### config.mk
export PLATFORM = sky130hd
export DESIGN_NAME = setup_message_key_value_parser
export DESIGN_NICKNAME = d
export VERILOG_FILES = /design/src/design/smkvp_pkg.sv /design/src/design/setup_message_key_value_parser.sv
export SDC_FILE = /design/constraint.sdc
export NUM_CORES = 1
export LEC_CHECK = 0
export BUFFER_PORTS_ARGS = -buffer_cell sky130_fd_sc_hd__buf_4
export CORE_AREA = 2 2 66 68
export CTS_BUF_LIST = sky130_fd_sc_hd__clkbuf_8
export DETAILED_ROUTE_END_ITERATION = 16
export DIE_AREA = 0 0 68 70
export PLACE_DENSITY = 0.72
export SLEW_MARGIN = 0
export SYNTH_ARGS = -nofsm -noshare
export SYNTH_HDL_FRONTEND = slang
export SYNTH_SLANG_ARGS = --single-unit
export TNS_END_PERCENT = 20
### constraint.sdc
create_clock -name clk -period 2.2 [get_ports clk]
set_input_delay 0.44 -clock clk [delete_from_list [all_inputs] [get_ports clk]]
set_output_delay 0.44 -clock clk [all_outputs]
set_load 0.05 [all_outputs]
### src/design/smkvp_pkg.sv
package smkvp_pkg;

  localparam logic [7:0] CH_QUOTE  = 8'h22;
  localparam logic [7:0] CH_COMMA  = 8'h2C;
  localparam logic [7:0] CH_RBRACE = 8'h7D;
  localparam logic [7:0] CH_ZERO   = 8'h30;
  localparam logic [7:0] CH_ONE    = 8'h31;
  localparam logic [7:0] CH_TWO    = 8'h32;
  localparam logic [7:0] CH_FIVE   = 8'h35;
  localparam logic [7:0] CH_LOW_B  = 8'h62;
  localparam logic [7:0] CH_LOW_V  = 8'h76;
  localparam logic [7:0] CH_LOW_F  = 8'h66;
  localparam logic [7:0] CH_LOW_N  = 8'h6E;
  localparam logic [7:0] CH_UP_A   = 8'h41;
  localparam logic [7:0] CH_UP_B   = 8'h42;
  localparam logic [7:0] CH_UP_D   = 8'h44;
  localparam logic [7:0] CH_UP_V   = 8'h56;

  localparam logic [3:0] IDX_B  = 4'd0;
  localparam logic [3:0] IDX_V  = 4'd1;
  localparam logic [3:0] IDX_F  = 4'd2;
  localparam logic [3:0] IDX_N  = 4'd3;
  localparam logic [3:0] IDX_A2 = 4'd4;
  localparam logic [3:0] IDX_DB = 4'd8;
  localparam logic [3:0] IDX_DV = 4'd9;
  localparam logic [3:0] IDX_A0 = 4'd10;
  localparam logic [3:0] IDX_A1 = 4'd11;
  localparam logic [3:0] IDX_LAST = IDX_A1;

  localparam logic [1:0] KEY_LEN_MAX = 2'd3;

  typedef struct packed {
    logic       hit;
    logic [3:0] idx;
  } smkvp_match_t;

  function automatic smkvp_match_t match_key(input logic [1:0] len,
                                             input logic [7:0] a,
                                             input logic [7:0] b);
    smkvp_match_t m;
    m.hit = 1'b0;
    m.idx = IDX_B;
    case (len)
      2'd0: begin
        m.hit = 1'b1;
        m.idx = IDX_B;
      end
      2'd1: begin
        m.hit = 1'b1;
        case (a)
          CH_LOW_B: m.idx = IDX_B;
          CH_LOW_V: m.idx = IDX_V;
          CH_LOW_F: m.idx = IDX_F;
          CH_LOW_N: m.idx = IDX_N;
          CH_UP_A:  m.idx = IDX_A2;
          CH_UP_D:  m.idx = IDX_DB;
          default: begin
            m.hit = 1'b0;
            m.idx = IDX_B;
          end
        endcase
      end
      2'd2: begin
        if (a == CH_UP_A) begin
          if (b >= CH_TWO && b <= CH_FIVE) begin
            m.hit = 1'b1;
            m.idx = IDX_A2 + 4'(b - CH_TWO);
          end else if (b == CH_ZERO) begin
            m.hit = 1'b1;
            m.idx = IDX_A0;
          end else if (b == CH_ONE) begin
            m.hit = 1'b1;
            m.idx = IDX_A1;
          end
        end else if (a == CH_UP_D) begin
          if (b == CH_UP_B) begin
            m.hit = 1'b1;
            m.idx = IDX_DB;
          end else if (b == CH_UP_V) begin
            m.hit = 1'b1;
            m.idx = IDX_DV;
          end
        end
      end
      default: begin
        m.hit = 1'b0;
        m.idx = IDX_B;
      end
    endcase
    return m;
  endfunction

endpackage

### src/design/setup_message_key_value_parser.sv
// Parses a setup line of the form {"key":v,...} one byte per beat and returns one result
// beat for every input beat, in the next cycle, at one byte per cycle while out_ready is
// high; the only storage is the parse phase, the first two key bytes, a saturating key
// length and the result register. A result beat flags an update when its byte was the
// value of a recognised key (b, v, f, n, A0..A5, DB, DV, with one-letter prefixes A and D
// and the empty key accepted), giving the setting index and the value byte as signed 8-bit
// minus 48. A byte marked end of message returns the parser to idle after it is handled.
module setup_message_key_value_parser (
  input  logic              clk,
  input  logic              rst_n,
  input  logic              in_valid,
  output logic              in_ready,
  input  logic [7:0]        in_char_byte,
  input  logic              in_end_of_message,
  output logic              out_valid,
  input  logic              out_ready,
  output logic              out_update_valid,
  output logic [3:0]        out_setting_index,
  output logic signed [8:0] out_setting_value
);

  typedef enum logic [2:0] {
    PH_OUTSIDE,
    PH_KEY,
    PH_SKIP_ONE,
    PH_VALUE,
    PH_TAIL
  } phase_t;

  phase_t            phase_r, phase_nxt;
  logic [7:0]        key_first_r, key_first_nxt;
  logic [7:0]        key_second_r, key_second_nxt;
  logic [1:0]        key_len_r, key_len_nxt;
  logic              out_valid_r;
  logic              upd_r, upd_nxt;
  logic [3:0]        idx_r, idx_nxt;
  logic signed [8:0] val_r, val_nxt;

  smkvp_pkg::smkvp_match_t match;
  logic                    in_acc;
  logic                    is_end;

  assign in_ready = !out_valid_r || out_ready;
  assign in_acc   = in_valid && in_ready;
  assign is_end   = (in_char_byte == smkvp_pkg::CH_COMMA) ||
                    (in_char_byte == smkvp_pkg::CH_RBRACE);
  assign match    = smkvp_pkg::match_key(key_len_r, key_first_r, key_second_r);

  always_comb begin
    phase_nxt      = phase_r;
    key_first_nxt  = key_first_r;
    key_second_nxt = key_second_r;
    key_len_nxt    = key_len_r;
    upd_nxt        = 1'b0;
    idx_nxt        = smkvp_pkg::IDX_B;
    val_nxt        = '0;
    case (phase_r)
      PH_OUTSIDE: begin
        if (in_char_byte == smkvp_pkg::CH_QUOTE) begin
          phase_nxt      = PH_KEY;
          key_first_nxt  = '0;
          key_second_nxt = '0;
          key_len_nxt    = '0;
        end
      end
      PH_KEY: begin
        if (in_char_byte == smkvp_pkg::CH_QUOTE) begin
          phase_nxt = PH_SKIP_ONE;
        end else begin
          if (key_len_r == 2'd0) key_first_nxt = in_char_byte;
          if (key_len_r == 2'd1) key_second_nxt = in_char_byte;
          if (key_len_r != smkvp_pkg::KEY_LEN_MAX) key_len_nxt = key_len_r + 2'd1;
        end
      end
      PH_SKIP_ONE: begin
        phase_nxt = PH_VALUE;
      end
      PH_VALUE: begin
        if (match.hit) begin
          upd_nxt = 1'b1;
          idx_nxt = match.idx;
          val_nxt = $signed({in_char_byte[7], in_char_byte}) -
                    $signed({1'b0, smkvp_pkg::CH_ZERO});
        end
        phase_nxt = is_end ? PH_OUTSIDE : PH_TAIL;
      end
      PH_TAIL: begin
        if (is_end) phase_nxt = PH_OUTSIDE;
      end
      default: begin
        phase_nxt = PH_OUTSIDE;
      end
    endcase
    if (in_end_of_message) phase_nxt = PH_OUTSIDE;
  end

  always_ff @(posedge clk) begin
    if (!rst_n) begin
      phase_r      <= PH_OUTSIDE;
      key_first_r  <= '0;
      key_second_r <= '0;
      key_len_r    <= '0;
      out_valid_r  <= 1'b0;
    end else begin
      if (in_acc) begin
        phase_r      <= phase_nxt;
        key_first_r  <= key_first_nxt;
        key_second_r <= key_second_nxt;
        key_len_r    <= key_len_nxt;
        out_valid_r  <= 1'b1;
      end else if (out_ready) begin
        out_valid_r  <= 1'b0;
      end
    end
  end

  always_ff @(posedge clk) begin
    if (in_acc) begin
      upd_r <= upd_nxt;
      idx_r <= idx_nxt;
      val_r <= val_nxt;
    end
  end

  assign out_valid         = out_valid_r;
  assign out_update_valid  = upd_r;
  assign out_setting_index = idx_r;
  assign out_setting_value = val_r;

  // a non-update beat always carries a zero payload
  a_idle_payload: assert property (@(posedge clk) disable iff (!rst_n)
    (out_valid_r && !upd_r) |-> (idx_r == smkvp_pkg::IDX_B && val_r == 9'sd0))
    else $error("non-update beat with nonzero payload");

  a_index_range: assert property (@(posedge clk) disable iff (!rst_n)
    (out_valid_r && upd_r) |-> (idx_r <= smkvp_pkg::IDX_LAST))
    else $error("setting index out of range");

  a_end_idle: assert property (@(posedge clk) disable iff (!rst_n)
    (in_acc && in_end_of_message) |=> (phase_r == PH_OUTSIDE))
    else $error("parser not idle after end of message");

  a_skip_to_value: assert property (@(posedge clk) disable iff (!rst_n)
    (in_acc && phase_r == PH_SKIP_ONE) |=>
      (phase_r == PH_VALUE || phase_r == PH_OUTSIDE))
    else $error("skipped byte not followed by value phase");

  a_update_from_value: assert property (@(posedge clk) disable iff (!rst_n)
    (in_acc && phase_r != PH_VALUE) |=> !upd_r)
    else $error("update outside value phase");

endmodule
Word-level counts from Yosys, hierarchy flattened --
Cells that the tools add are included.
Word-level totals: latch bits 0, word-level logic and storage cells 87, memories kept 0, ROM bits 0, bits in writable memories 0, flip-flop bits (word level) 36, output and inout bits 16, input port bits 13
Cells by class: reduce and logical (&&, ||, !) cells 15, eq/ne operators 28, div/mod/pow operators 0, add/sub/neg operators 4, bitwise logic cells 0, magnitude comparators 2, $mul 0, mux-type cells 30, shift-type cells 0
Operators by type and width (count):
- == test 8 x 7 -> 1 bit, second input constant | 9
- 2-to-1 mux 8 bit | 5
- 2-to-1 mux 5 bit | 7
- == test 8 x 6 -> 1 bit, second input constant | 4
- case mux 8 bit (2 select lines) | 2
- case mux 4 bit (5 select lines) | 1
- 2-to-1 mux 3 bit | 5
- case mux 3 bit (5 select lines) | 1
- case mux 5 bit (3 select lines) | 1
- AND reduction 5 bit | 3
- != test 2 bit, second input constant | 6
- != test 3 bit, second input constant | 3
- subtractor 8 x 7 -> 9 bit, second input constant | 1
- greater-or-equal comparator 8 x 6 -> 1 bit, second input constant | 1
- less-or-equal comparator 8 x 6 -> 1 bit, second input constant | 1
- == test 3 x 2 -> 1 bit, second input constant | 2
- 2-to-1 mux 2 bit | 3
- OR reduction 6 bit | 1
- adder 3 x 4 -> 4 bit, first input constant | 1
- 2-to-1 mux 1 bit | 4
- case mux 2 bit (2 select lines) | 1
- AND reduction 4 bit | 1
- nonzero test 2 bit | 2
- subtractor 4 x 2 -> 4 bit, second input constant | 1
- 11 further kinds | 13

Depth between registers and ports, before layout --
Gate-level depths: netlist (run 1).
depth after elaboration 7, mapped depth 8, depth with buffers taken out 7

Worst setup path before layout (run 1) --
Ideal clock, no wire load.
path kind input-to-reg, start point in in_char_byte[4], end point reg key_first_r[2], arrival time 2270 ps, required time 2128 ps, cell stages on the path 8, library setup time 72 ps, buffers on the path 1, setup slack -142 ps, cell sequence inv_1 -> ha_1 -> or3b_1 -> or3_4 -> a2111oi_4 -> a21boi_2 -> buf_6 -> mux2i_1
On the way: longest elaborated chain between the ends 3, elaborated cells on any way between the ends 4, classes of those cells eq/ne: 3; reduce/logical: 1
Ends and longest elaborated chain:
- start, declared | line setup_message_key_value_parser.sv:13 | input logic [7:0] in_char_byte,
- == test 8 x 6 -> 1 bit * | line setup_message_key_value_parser.sv:59, setup_message_key_value_parser.sv:67
- != test 2 bit (no source line)
- AND reduction 5 bit (no source line) *
- end signal, assigned | line setup_message_key_value_parser.sv:107 | key_first_r <= key_first_nxt;
- end, declared | line setup_message_key_value_parser.sv:31 | logic [7:0] key_first_r, key_first_nxt;
Mark *: on every way between the ends. The rest lies on a longest branch, timed or not. A chain may end at the register's enable or synchronous reset.

Worst setup path in the final report (run 1) --
Same ends and word-level chain as after synthesis.

==> results of run 1 <==
-- flip-flops by register name, summed over array words and instances (netlist names) --
signal	cells
key_first_r	8
key_len_r	2
key_second_r	8
out_setting_index	4
out_setting_value	9
out_update_valid	1
out_valid	1
phase_r	3
-- worst max path at each step --
stage | cells after the start | to | slack (ns)
2_1_floorplan | 6 | key_first_r[2] | -0.08
3_3_place_gp | 7 | key_first_r[7] | -0.26
3_5_place_dp | 7 | key_first_r[2] | -0.34
4_1_cts | 9 | key_first_r[2] | -0.04
5_1_grt | 7 | key_second_r[7] | -0.06
6_report | 9 | key_first_r[2] | 0.03
-- cell usage after synthesis (3+ instances only) --
cell | number | area share
edfxtp_1 | 14 | 0.22
nand3b_1 | 3 | 0.012
clkbuf_1 | 7 | 0.014
a21oi_1 | 5 | 0.013
nand2_1 | 27 | 0.052
inv_1 | 7 | 0.014
nor2_1 | 15 | 0.029
ha_1 | 8 | 0.052
nand3_1 | 11 | 0.028
dfxtp_1 | 22 | 0.23
a31oi_1 | 3 | 0.0097
nor4b_1 | 3 | 0.014
and2_1 | 4 | 0.013
mux2i_1 | 17 | 0.088
xnor2_1 | 5 | 0.023
nor3_1 | 5 | 0.013
nand2b_1 | 4 | 0.013
-- layout by cell type (no fill, tap or decap), types with 2 or more instances in the layout --
cell	count
nand3_1	11
inv_1	7
nor3_1	5
edfxtp_1	14
a32oi_1	2
buf_12	2
nand2b_1	4
nor4b_1	3
clkbuf_8	5
nand2_1	27
nand3b_1	3
nor2b_1	2
and3_1	2
buf_4	42
dfxtp_1	22
ha_1	7
nand4b_1	2
xnor2_1	5
xor2_1	2
nor2_1	15
mux2i_1	17
and2_1	4
a21oi_1	5
a31oi_1	3
-- through the flow --
step                cell area (µm²)  setup slack [ns]  instances    util  hold WS (ns)
floorplan                      1942          -0.07886        198       -        0.4374
global placement               2317           -0.2638        285  0.5592        0.4525
detailed placement             2317           -0.3410        285  0.5592        0.4621
CTS                            2459          -0.03683        294  0.5933        0.4007
global route                   2477          -0.05803        295  0.5978        0.4119
finish                         2477           0.02516        295  0.5978        0.4073
-- worst max-delay path, stage by stage --
cell,delay [ns]
buf_8,0.10
inv_4,0.04
ha_4,0.10
or3b_4,0.37
or3_4,0.39
a2111oi_4,0.36
a21boi_4,0.26
buf_12,0.15
mux2i_1,0.19
-- timing repair --
item	4_1_cts	5_1_grt
pin swaps	4	1
setup endpoints to repair	13	18
setup buffers	1	1
resized for setup	7	2
-- report_power, final --
part	internal [mW]	switching [mW]	leakage [nW]
clock	0.331	0.228	0.0593
combinational	0.0706	0.110	0.560
sequential	0.706	0.00697	0.319
-- metal layers --
metal | track usage | wire, µm | vias up
met2 | 0.3031 | 2065 | 55
met5 | 0 | 0 | -
met1 | 0.2394 | 1790 | 749
met4 | 0.1200 | 199 | 0
li1 | - | - | 796
met3 | 0.05797 | 275 | 20
-- kinds of logic after synthesis --
family,count (synthesis)
AND/OR/NAND/NOR,87
AO/OA/AOI/OAI,25
XOR/XNOR,7
adder cells (fa/ha/maj),9
multiplexers,17
buffers and inverters,17
flip-flops,36
-- area by class of cell --
class                      count  share of cell area
multi-input combinational    145              0.4157
tap                           52             0.02626
clock buffer                   5             0.02778
inverter                       8             0.01313
sequential                    36              0.3475
clock inverter                 3             0.01566
timing repair buffer          46              0.1540
==> impl_results.md, run 1 <==
* Syn Std Cell Area at 0.001939 mm²
* Cell variety after synth at 50
* Largest net degree at the start of global routing at 29
* Final WL at 4330 µm
* Largest family of logic cells by synthesized area: simple AND/OR/NAND/NOR gates
* Complex-gate fraction of the synthesized area at 0.1058
* Die Y at 70 µm
* Clock buffer depth at 2
* Hold Vio Cnt, Final at 0
* XOR/XNOR Fraction of Synth Area at 0.03161
* Crit path time final at 2.175 ns
* Core area at 0.004144 mm²
* VDD IR max at 0.2659 mV
* Worst-Margin Slew at 0.4955 ns
* Status: completed
* Via/cell ratio at roughly 5.5
* Power, Total at 1.453 mW
* IO Pins at 29
* Mapped Cells at 198
* Yosys warning total at 0
* Num CTS Buffers at 5
* Max-Cap Viols at 0
* Root Driver: clkbuf_8
* Async SR Flop Fraction at 0
* Worst min-delay path category: primary input to register
* P per Cell Area at 586.5 mW/mm²
* Worst r2r path cells at 7
* Port Buffers at 28
* Worst Skew at 0.007819 ns
* Skew-Pair Late Insertion Delay at slightly below 0.3 ns
* First-pass GRT wire length at roughly 7000 µm
* CTS H-Tree Depth at 2
* Antenna diodes at 0
* DRT iter0 DRCs at 138
* Crit path launch type: primary input
* Final setup TNS at 0 ns
* Die Width at 68 µm
* Tcrit/Tclk final at 0.9886
* Area delta synth->final at 27.74%
* Total gr overflow at 0
* Fmax at 459.8 MHz
* P_leak at 0.9383 nW
* Fillers at 351
* Min-Delay Endpoint: out_valid
* Post-DR wirelength/cell at 14.68 µm
* Gp weighted congestion at 0.8916
* RR Startpoint: key_len_r[1]
* Routed vias at 1,620
* Arr. time, crit path at 2.39 ns
* DRC errors left at 0
* CP required at about 2.4 ns
* HP Start: in_valid
* FF+latch area at 860.8 µm²
* Num rows at 24
* Avg Inst Size Synth at 9.795 µm²
* Clock slew at reported path FFs at roughly 0.070 ns
* Vias in the first global route at around 1,500
* Slew Limit Fails at 0
* Detailed Place HPWL at 3280 µm
* Sequential element share of the synthesized area at 0.4439
* Clk sinks at 36
* Syn_nets at 219
* Die ar. at between 0.004 and 0.005 mm²
* Gr usage total at 0.1979
* Worst Setup End Kind: register
* Worst Setup SP: in_char_byte[4]
* Post-synthesis adder-cell area fraction at 0.05677
* RSZ-0062 raised after global routing: true
* FF-to-FF setup slack at 0.16 ns
* Yosys reg bits at 36
* Max FO, Critical Path at 8
* CTS tree: yes
* Worst hold path stage count at 3
* Mux share of post-synthesis cell area at 0.08774
* Initial core utilization at 0.4680
* Slew margin rel. at 0.6650
* DRT Pass-1 Iters at 4
* R2R Path End: out_setting_value[0]
* Multi-input logic area at 0.001030 mm²
* Setup CP Type: primary input to register
* Fraction of layout cells with a size suffix above 1 at 0.2634
* Hold-fix buffers, CTS at 0
* Final setup violation count at 0
* Post-synth top flop: dfxtp_1
* Layout Nets at 263
* Simple-Gate Fraction of Synth Area at 0.2355
* ANT nets after route at 0
* Initial antenna violation count at 0
* Post-synth EDFFs at 14
No activity file was read; power rests on OpenSTA's default activity.
==> run 2, diff against run 1 <==
HOLD_SLACK_MARGIN = 0.1   (was unset)
REMOVE_ABC_BUFFERS = 1   (was unset)
==> run 2 against run 1 <==
  * Core utilization fell by 0.091 points
  * Sequential power is essentially flat
  * Via count fell by 2.2%
  * Clock-buffer cell count did not move
  * Combinational power is essentially flat
  * Hold slack improved by 0.0065 ns
  * First-iteration DRC count down 2.9%
  * Critical path depth fell by 2
  * Critical path type unchanged
  * Highest routed layer unchanged
==> impl_results.md, run 2 (synthesized netlist as in run 1, its figures left out) <==
* Status: completed (unchanged)
* Worst r2r path cells at 7 (unchanged)
* Max FFs per register at 9 (unchanged)
* Hold-fix buffers, CTS at 0 (unchanged)
* Top cell by count, worst path: buf_6
* Via/cell ratio at 5.280 (was 5.492)
* Final WS setup at 0.005910 ns (was 0.02516 ns)
* RR Startpoint: key_len_r[1] (unchanged)
* R2R Path End: out_setting_value[1] (was out_setting_value[0])
* Reg power frac at 0.531 (was 0.490)
* Routed vias at 1,584 (was 1,620)
* Most frequent cells in the layout: buf_4 (46), nand2_1 (27), dfxtp_1 (22), mux2i_1 (17), nor2_1 (15) (was buf_4 (42), nand2_1 (27), dfxtp_1 (22), mux2i_1 (17), nor2_1 (15))
* Largest net degree at the start of global routing at 29 (unchanged)
* Initial antenna violation count at 0 (unchanged)
* Critical path buffers and inverters at 2 (was 3)
* Worst hold path stage count at 3 (unchanged)
* Worst path cell trace: buf_6 > or4b_4 > or3_4 > a2111oi_4 > a21boi_4 > buf_6 > mux2i_1 (was buf_8 > inv_4 > ha_4 > or3b_4 > or3_4 > a2111oi_4 > a21boi_4 > buf_12 > mux2i_1)
* Antenna diodes at 0 (unchanged)
* Die ar. at 0.004760 mm² (unchanged)
* Gr usage total at 0.1944 (was 0.1979)
* Pre-CTS setup slack at -0.4087 ns (was -0.3410 ns)
* Crit path launch type: primary input (unchanged)
* DRC errors left at 0 (unchanged)
* CTS tree: yes (unchanged)
* Non-Filler Instances at 300 (was 295)
* Area delta synth->final at 27.55% (was 27.74%)
* Num CTS Buffers at 5 (unchanged)
* Net Switching at 0.3481 mW (was 0.3454 mW)
* Hold Vio Cnt, Final at 0 (unchanged)
* Final setup TNS at 0 ns (unchanged)
* Core Util, Final at 0.5969 (was 0.5978)
* CTS H-Tree Depth at 2 (unchanged)
* DRT iter0 DRCs at 134 (was 138)
* Fmax at 455.8 MHz (was 459.8 MHz)
* Max-Cap Viols at 0 (unchanged)
* CP required at 2.41 ns (was 2.42 ns)
* Final WL at 4270 µm (was 4330 µm)
* CP top delay family: simple AND/OR/NAND/NOR gates (unchanged)
* Total gr overflow at 0 (unchanged)
* Min-Delay Endpoint: out_valid (unchanged)
* First-pass GRT wire length at 6920 µm (was 7003 µm)
* P_leak at 0.9539 nW (was 0.9383 nW)
* Layout Nets at 268 (was 263)
* Setup CP Type: primary input to register (unchanged)
* Root Driver: clkbuf_8 (unchanged)
* Die Y at 70 µm (unchanged)
* Num rows at 24 (unchanged)
* Crit path time final at 2.194 ns (was 2.175 ns)
* Slew margin rel. at 0.5688 (was 0.6650)
* Worst Setup End Kind: register (unchanged)
* Cells after DPL at 289 (was 285)
* RSZ-0062 raised after global routing: true (unchanged)
* Slew Limit Fails at 0 (unchanged)
* Final setup violation count at 0 (unchanged)
* Post-DR wirelength/cell at 14.23 µm (was 14.68 µm)
* Clock slew at reported path FFs at 0.06 ns (was 0.07 ns)
* Comb pwr share at 0.137 (was 0.125)
* Gp weighted congestion at 0.9355 (was 0.8916)
* Power, Total at 1.338 mW (was 1.453 mW)
* Switching Fraction at 0.2601 (was 0.2377)
* Tcrit/Tclk final at 0.9973 (was 0.9886)
* Arr. time, crit path at 2.41 ns (was 2.39 ns)
* Most common cell after layout, fill and taps aside: buf_4 (unchanged)
* Initial core utilization at 0.4680 (unchanged)
* Detailed Place HPWL at 3257 µm (was 3280 µm)
* IO Pins at 29 (unchanged)
* Worst-Margin Slew at 0.6454 ns (was 0.4955 ns)
* HP Start: in_valid (unchanged)
* ANT nets after route at 0 (unchanged)
* Skew-Pair Late Insertion Delay at 0.29 ns (about the same)
* DRT Pass-1 Iters at 4 (unchanged)
* Vias in the first global route at 1,515 (was 1,537)
* FF-to-FF setup slack at 0.17 ns (was 0.16 ns)
* Clock buffer depth at 2 (unchanged)
* Fraction of layout cells with a size suffix above 1 at 0.2702 (was 0.2634)
* Worst Skew at 0.01028 ns (was 0.007819 ns)
* Max stage delay on crit path at 0.54 ns (was 0.39 ns)
* Number of cells on the critical path at 7 (was 9)
* Clock share of power at 0.332 (was 0.385)
* Int Power at 0.9902 mW (was 1.108 mW)
* Worst min-delay path category: primary input to register (unchanged)
* Die Width at 68 µm (unchanged)
* Max FO, Critical Path at 4 (was 8)
* Clk sinks at 36 (unchanged)
* P per Cell Area at 541.0 mW/mm² (was 586.5 mW/mm²)
* Critical-path cell with the highest stage delay: or4b_4 (was or3_4)
* Core area at 0.004144 mm² (unchanged)
* Port Buffers at 28 (unchanged)
* VDD IR max at 0.3012 mV (was 0.2659 mV)
[run 2: what timing repair did]
action,in CTS,in global routing
resized for setup,7,2
setup endpoints to repair,18,16
pin swaps,4,1
setup buffers,2,1
[run 2: worst register-to-register path, stage by stage, from the launching register on]
cell	delay (ns)
dfxtp_1	0.39
inv_1	0.09
ha_1	0.26
nor2b_1	0.19
a311o_1	0.34
a22oi_2	0.28
inv_2	0.08
and2_1	0.17
[run 2: worst max path at each step]
stage                               start        endpoint  slack [ns]
final                     in_char_byte[3]  key_first_r[0]       0.006
after global routing      in_char_byte[4]  key_first_r[7]       -0.03
after CTS                 in_char_byte[4]  key_first_r[1]       0.002
after detailed placement  in_char_byte[4]  key_first_r[0]       -0.41
after global placement    in_char_byte[4]  key_first_r[3]       -0.36
after floorplan           in_char_byte[4]  key_first_r[0]       -0.30
[run 2: layout make-up]
type,count,area (µm²)
Clock buffer,5,68.82
Clock inverter,3,12.51
Fill cell,346,1670
Inverter,8,30.03
Multi-Input combinational cell,145,1026
Sequential cell,36,860.8
Tap cell,52,65.06
Timing Repair Buffer,51,410.4
[run 2: routing by layer]
metal / wire, µm / track usage
met1: 1905 / 0.2428
met2: 2076 / 0.3204
met3: 223 / 0.04831
met4: 65 / 0.06667
met5: 0 / 0
[run 2: per-stage QoR]
| step | cell area (µm²) | hold slack [ns] |
|---|---|---|
| finish | 2474 | 0.4139 |
| global route | 2474 | 0.4374 |
| CTS | 2452 | 0.4093 |
| detailed placement | 2332 | 0.4652 |
| global placement | 2332 | 0.4582 |
| floorplan | 1894 | 0.4374 |
[run 2: power by group through the flow]
stage	clock network [mW]	logic (mW)	registers (mW)
2_1_floorplan	0	0.0471	0.772
3_3_place_gp	0	0.172	0.726
3_5_place_dp	0	0.175	0.726
4_1_cts	0.453	0.180	0.711
5_1_grt	0.483	0.195	0.712
6_report	0.444	0.183	0.711
==> run 3, diff against run 2 <==
ABC_AREA = 1   (was unset)
CORE_AREA = 2 2 72 74   (was 2 2 66 68)
DIE_AREA = 0 0 74 76   (was 0 0 68 70)
PLACE_DENSITY = 0.71   (was 0.72)
==> run 3 against run 2 <==
  * Sequential share of layout area fell by 2.2 points
  * Clock-buffer cell count did not move
  * Routed wire length grew 5.4%
  * Core utilization down 6.0 points
  * Via count grew 24%
  * Area after synthesis rose by 19%
  * Critical path type is now register to register
  * Critical endpoint is now out_setting_index[3]
  * Largest cell class unchanged
  * Largest power group unchanged
==> impl_results.md, run 3 <==
* Worst Skew at 0.007298 ns (was 0.01028 ns)
* Final WL at 4501 µm (was 4270 µm)
* DRC errors left at 0 (unchanged)
* Die Y at 76 µm (was 70 µm)
* Hold Vio Cnt, Final at 0 (unchanged)
* Fillers at 491 (was 346)
* Via/cell ratio at 4.648 (was 5.280)
* Most common cell after layout, fill and taps aside: nand2_1 (was buf_4)
* Worst Setup End Kind: register (unchanged)
* Slew Limit Fails at 0 (unchanged)
* Clock slew at reported path FFs at 0.08 ns (was 0.06 ns)
* Top-count cell post-synth: nand2_1 (unchanged)
* Clock buffer depth at 2 (unchanged)
* Top cells by area, synth: dfxtp_1 (19%), edfxtp_1 (18%), nand2_1 (13%) (was dfxtp_1 (23%), edfxtp_1 (22%), mux2i_1 (8.8%))
* Post-DR wirelength/cell at 10.64 µm (was 14.23 µm)
* DRT Pass-1 Iters at 4 (unchanged)
* Area delta synth->final at 13.94% (was 27.55%)
* DRT iter0 DRCs at 117 (was 134)
* Fmax at 546.2 MHz (was 455.8 MHz)
* Worst hold path stage count at 3 (unchanged)
* RR Startpoint: key_len_r[1] (unchanged)
* Gp weighted congestion at 0.8480 (was 0.9355)
* Crit path time final at 1.831 ns (was 2.194 ns)
* Int Power at 1.096 mW (was 0.9902 mW)
* P_leak at 1.231 nW (was 0.9539 nW)
* Top cells by count, synth: nand2_1 (83), nor2_1 (64), inv_1 (31) (was nand2_1 (27), dfxtp_1 (22), mux2i_1 (17))
* Hold-fix buffers, CTS at 0 (unchanged)
* Initial core utilization at 0.4715 (was 0.4680)
* VDD IR max at 0.3084 mV (was 0.3012 mV)
* Setup CP Type: register to register (was primary input to register)
* Final setup violation count at 0 (unchanged)
* CTS tree: yes (unchanged)
* Gr usage total at 0.1767 (was 0.1944)
* Async SR Flop Fraction at 0 (unchanged)
* First-pass GRT wire length at 7700 µm (was 6920 µm)
* ANT nets after route at 0 (unchanged)
* Max-Cap Viols at 0 (unchanged)
* Synth area leader: dfxtp_1 (unchanged)
* Core area at 0.004912 mm² (was 0.004144 mm²)
* Net Switching at 0.5811 mW (was 0.3481 mW)
* Num rows at 26 (was 24)
* Reg power frac at 0.464 (was 0.531)
* CTS H-Tree Depth at 2 (unchanged)
* Routed vias at 1,966 (was 1,584)
* Syn Std Cell Area at 0.002316 mm² (was 0.001939 mm²)
* Post-synth EDFFs at 14 (unchanged)
* Crit path launch type: register (was primary input)
* Cell variety after synth at 28 (was 50)
* Worst r2r path cells at 10 (was 7)
* Total gr overflow at 0 (unchanged)
* RSZ-0062 raised after global routing: false (was true)
* Post-CTS setup buffer count at 0 (was 2)
* Num CTS Buffers at 5 (unchanged)
* Clock share of power at 0.284 (was 0.332)
* Yosys warning total at 0 (unchanged)
* Sequential element share of the synthesized area at 0.3717 (was 0.4439)
* Worst Setup SP: key_len_r[1] (was in_char_byte[3])
* Antenna diodes at 0 (unchanged)
* Cells after DPL at 415 (was 289)
* Layout Nets at 373 (was 268)
* Root Driver: clkbuf_8 (unchanged)
* Die ar. at 0.005624 mm² (was 0.004760 mm²)
* Final setup TNS at 0 ns (unchanged)
* Yosys reg bits at 36 (unchanged)
* Max FO, Critical Path at 14 (was 4)
* Non-Filler Instances at 423 (was 300)
* IO Pins at 29 (unchanged)
* Most frequent cells in the layout: nand2_1 (83), nor2_1 (64), inv_1 (31), buf_4 (28), dfxtp_1 (22) (was buf_4 (46), nand2_1 (27), dfxtp_1 (22), mux2i_1 (17), nor2_1 (15))
* Detailed Place HPWL at 3486 µm (was 3257 µm)
* Status: completed (unchanged)
* Switching Fraction at 0.3464 (was 0.2601)
* Post-synth top flop: dfxtp_1 (unchanged)
* Port Buffers at 28 (unchanged)
* Tcrit/Tclk final at 0.8322 (was 0.9973)
* Slew margin rel. at 0.6252 (was 0.5688)
* CP required at 2.24 ns (was 2.41 ns)
* Worst min-delay path category: primary input to register (unchanged)
* Top-area cell type share of the netlist area at 0.1902 (was 0.2271)
* Largest net degree at the start of global routing at 21 (was 29)
* Clk sinks at 36 (unchanged)
* Core Util, Final at 0.5372 (was 0.5969)
* Resized Gates After CTS at 0 (was 7)
* Max FFs per register at 9 (unchanged)
* Avg Inst Size Synth at 7.148 µm² (was 9.795 µm²)
* Comb pwr share at 0.252 (was 0.137)
* Initial antenna violation count at 0 (unchanged)
* Die Width at 74 µm (was 68 µm)
* HP Start: in_char_byte[2] (was in_valid)
* Skew-Pair Late Insertion Delay at 0.30 ns (was 0.29 ns)
* Worst-Margin Slew at 0.5616 ns (was 0.6454 ns)
* Vias in the first global route at 1,759 (was 1,515)
* Fraction of layout cells with a size suffix above 1 at 0.2266 (was 0.2702)
* Arr. time, crit path at 1.87 ns (was 2.41 ns)
* Mapped Cells at 324 (was 198)
* P per Cell Area at 635.6 mW/mm² (was 541.0 mW/mm²)
## run 3: cell types whose count changed after synthesis, moves of 6 or more
| cell | change |
|---|---|
| nor2_1 | +49 |
| nand2_2 | +10 |
| nor2_4 | +10 |
| nand2_1 | +56 |
| inv_1 | +24 |
| inv_2 | +11 |
| nand4_1 | +8 |
| a21oi_1 | +6 |
| clkbuf_1 | -7 |
| mux2i_1 | -17 |
## run 3: worst paths after layout
| path | slack, ns | end |
|---|---|---|
| min reg2reg | 0.48 | key_second_r[0] |
| min | 0.40 | key_first_r[2] |
| max | 0.37 | out_setting_index[3] |
| max reg2reg | 0.37 | out_setting_index[3] |
## run 3: logic make-up (layout without fill, tap and decap cells)
logic type,count (synthesis),count (layout),share of synthesized area
xor+xnor,2,2,0.007565
flops,36,36,0.3717
fa+ha+maj,8,8,0.04322
compound gates,17,17,0.04322
simple gates,209,209,0.4344
buf+inv,52,81,0.09995
## run 3: worst max-delay path: stages (launching register included)
cell	delay, ns
dfxtp_1	0.38
inv_1	0.09
ha_1	0.23
nand2_1	0.08
nor2_1	0.04
nand3b_1	0.10
nand2_1	0.06
a21oi_1	0.14
nand2_2	0.08
nand2_4	0.27
nor2_1	0.09
## run 3: power by group through the flow
stage / sequential [mW] / combinational [mW] / clock (mW)
finish: 0.778 / 0.423 / 0.477
global route: 0.784 / 0.480 / 0.522
CTS: 0.777 / 0.425 / 0.492
detailed placement: 0.793 / 0.423 / 0
floorplan: 0.833 / 0.274 / 0
global placement: 0.792 / 0.420 / 0
## run 3: final cells by class
class,instances,area (µm²),area share
well taps,70,87.58,0.03319
inverters,45,168.9,0.06401
repair buffers,28,210.2,0.07966
multi-input cells,236,1224,0.4637
clock buffers,5,68.82,0.02608
flip-flops and latches,36,860.8,0.3262
clock inverters,3,18.77,0.007112
## run 3: through the flow
stage               total power [mW]  instance area (µm²)  hold WS (ns)  setup WS (ns)
global route                   1.786                 2639        0.4169         0.2157
floorplan                      1.107                 2253        0.4403         0.2321
CTS                            1.695                 2639        0.4016         0.3585
finish                         1.677                 2639        0.4006         0.3691
global placement               1.212                 2551        0.4542         0.2864
detailed placement             1.216                 2551        0.4626         0.2708
## run 3: layer usage
layer / vias up / part of all wire / track usage
met4: 0 / 0.014 / 0.06364
met1: 868 / 0.47 / 0.2304
met5: - / 0 / 0
met2: 25 / 0.49 / 0.2804
met3: 6 / 0.028 / 0.04365
li1: 1067 / - / -
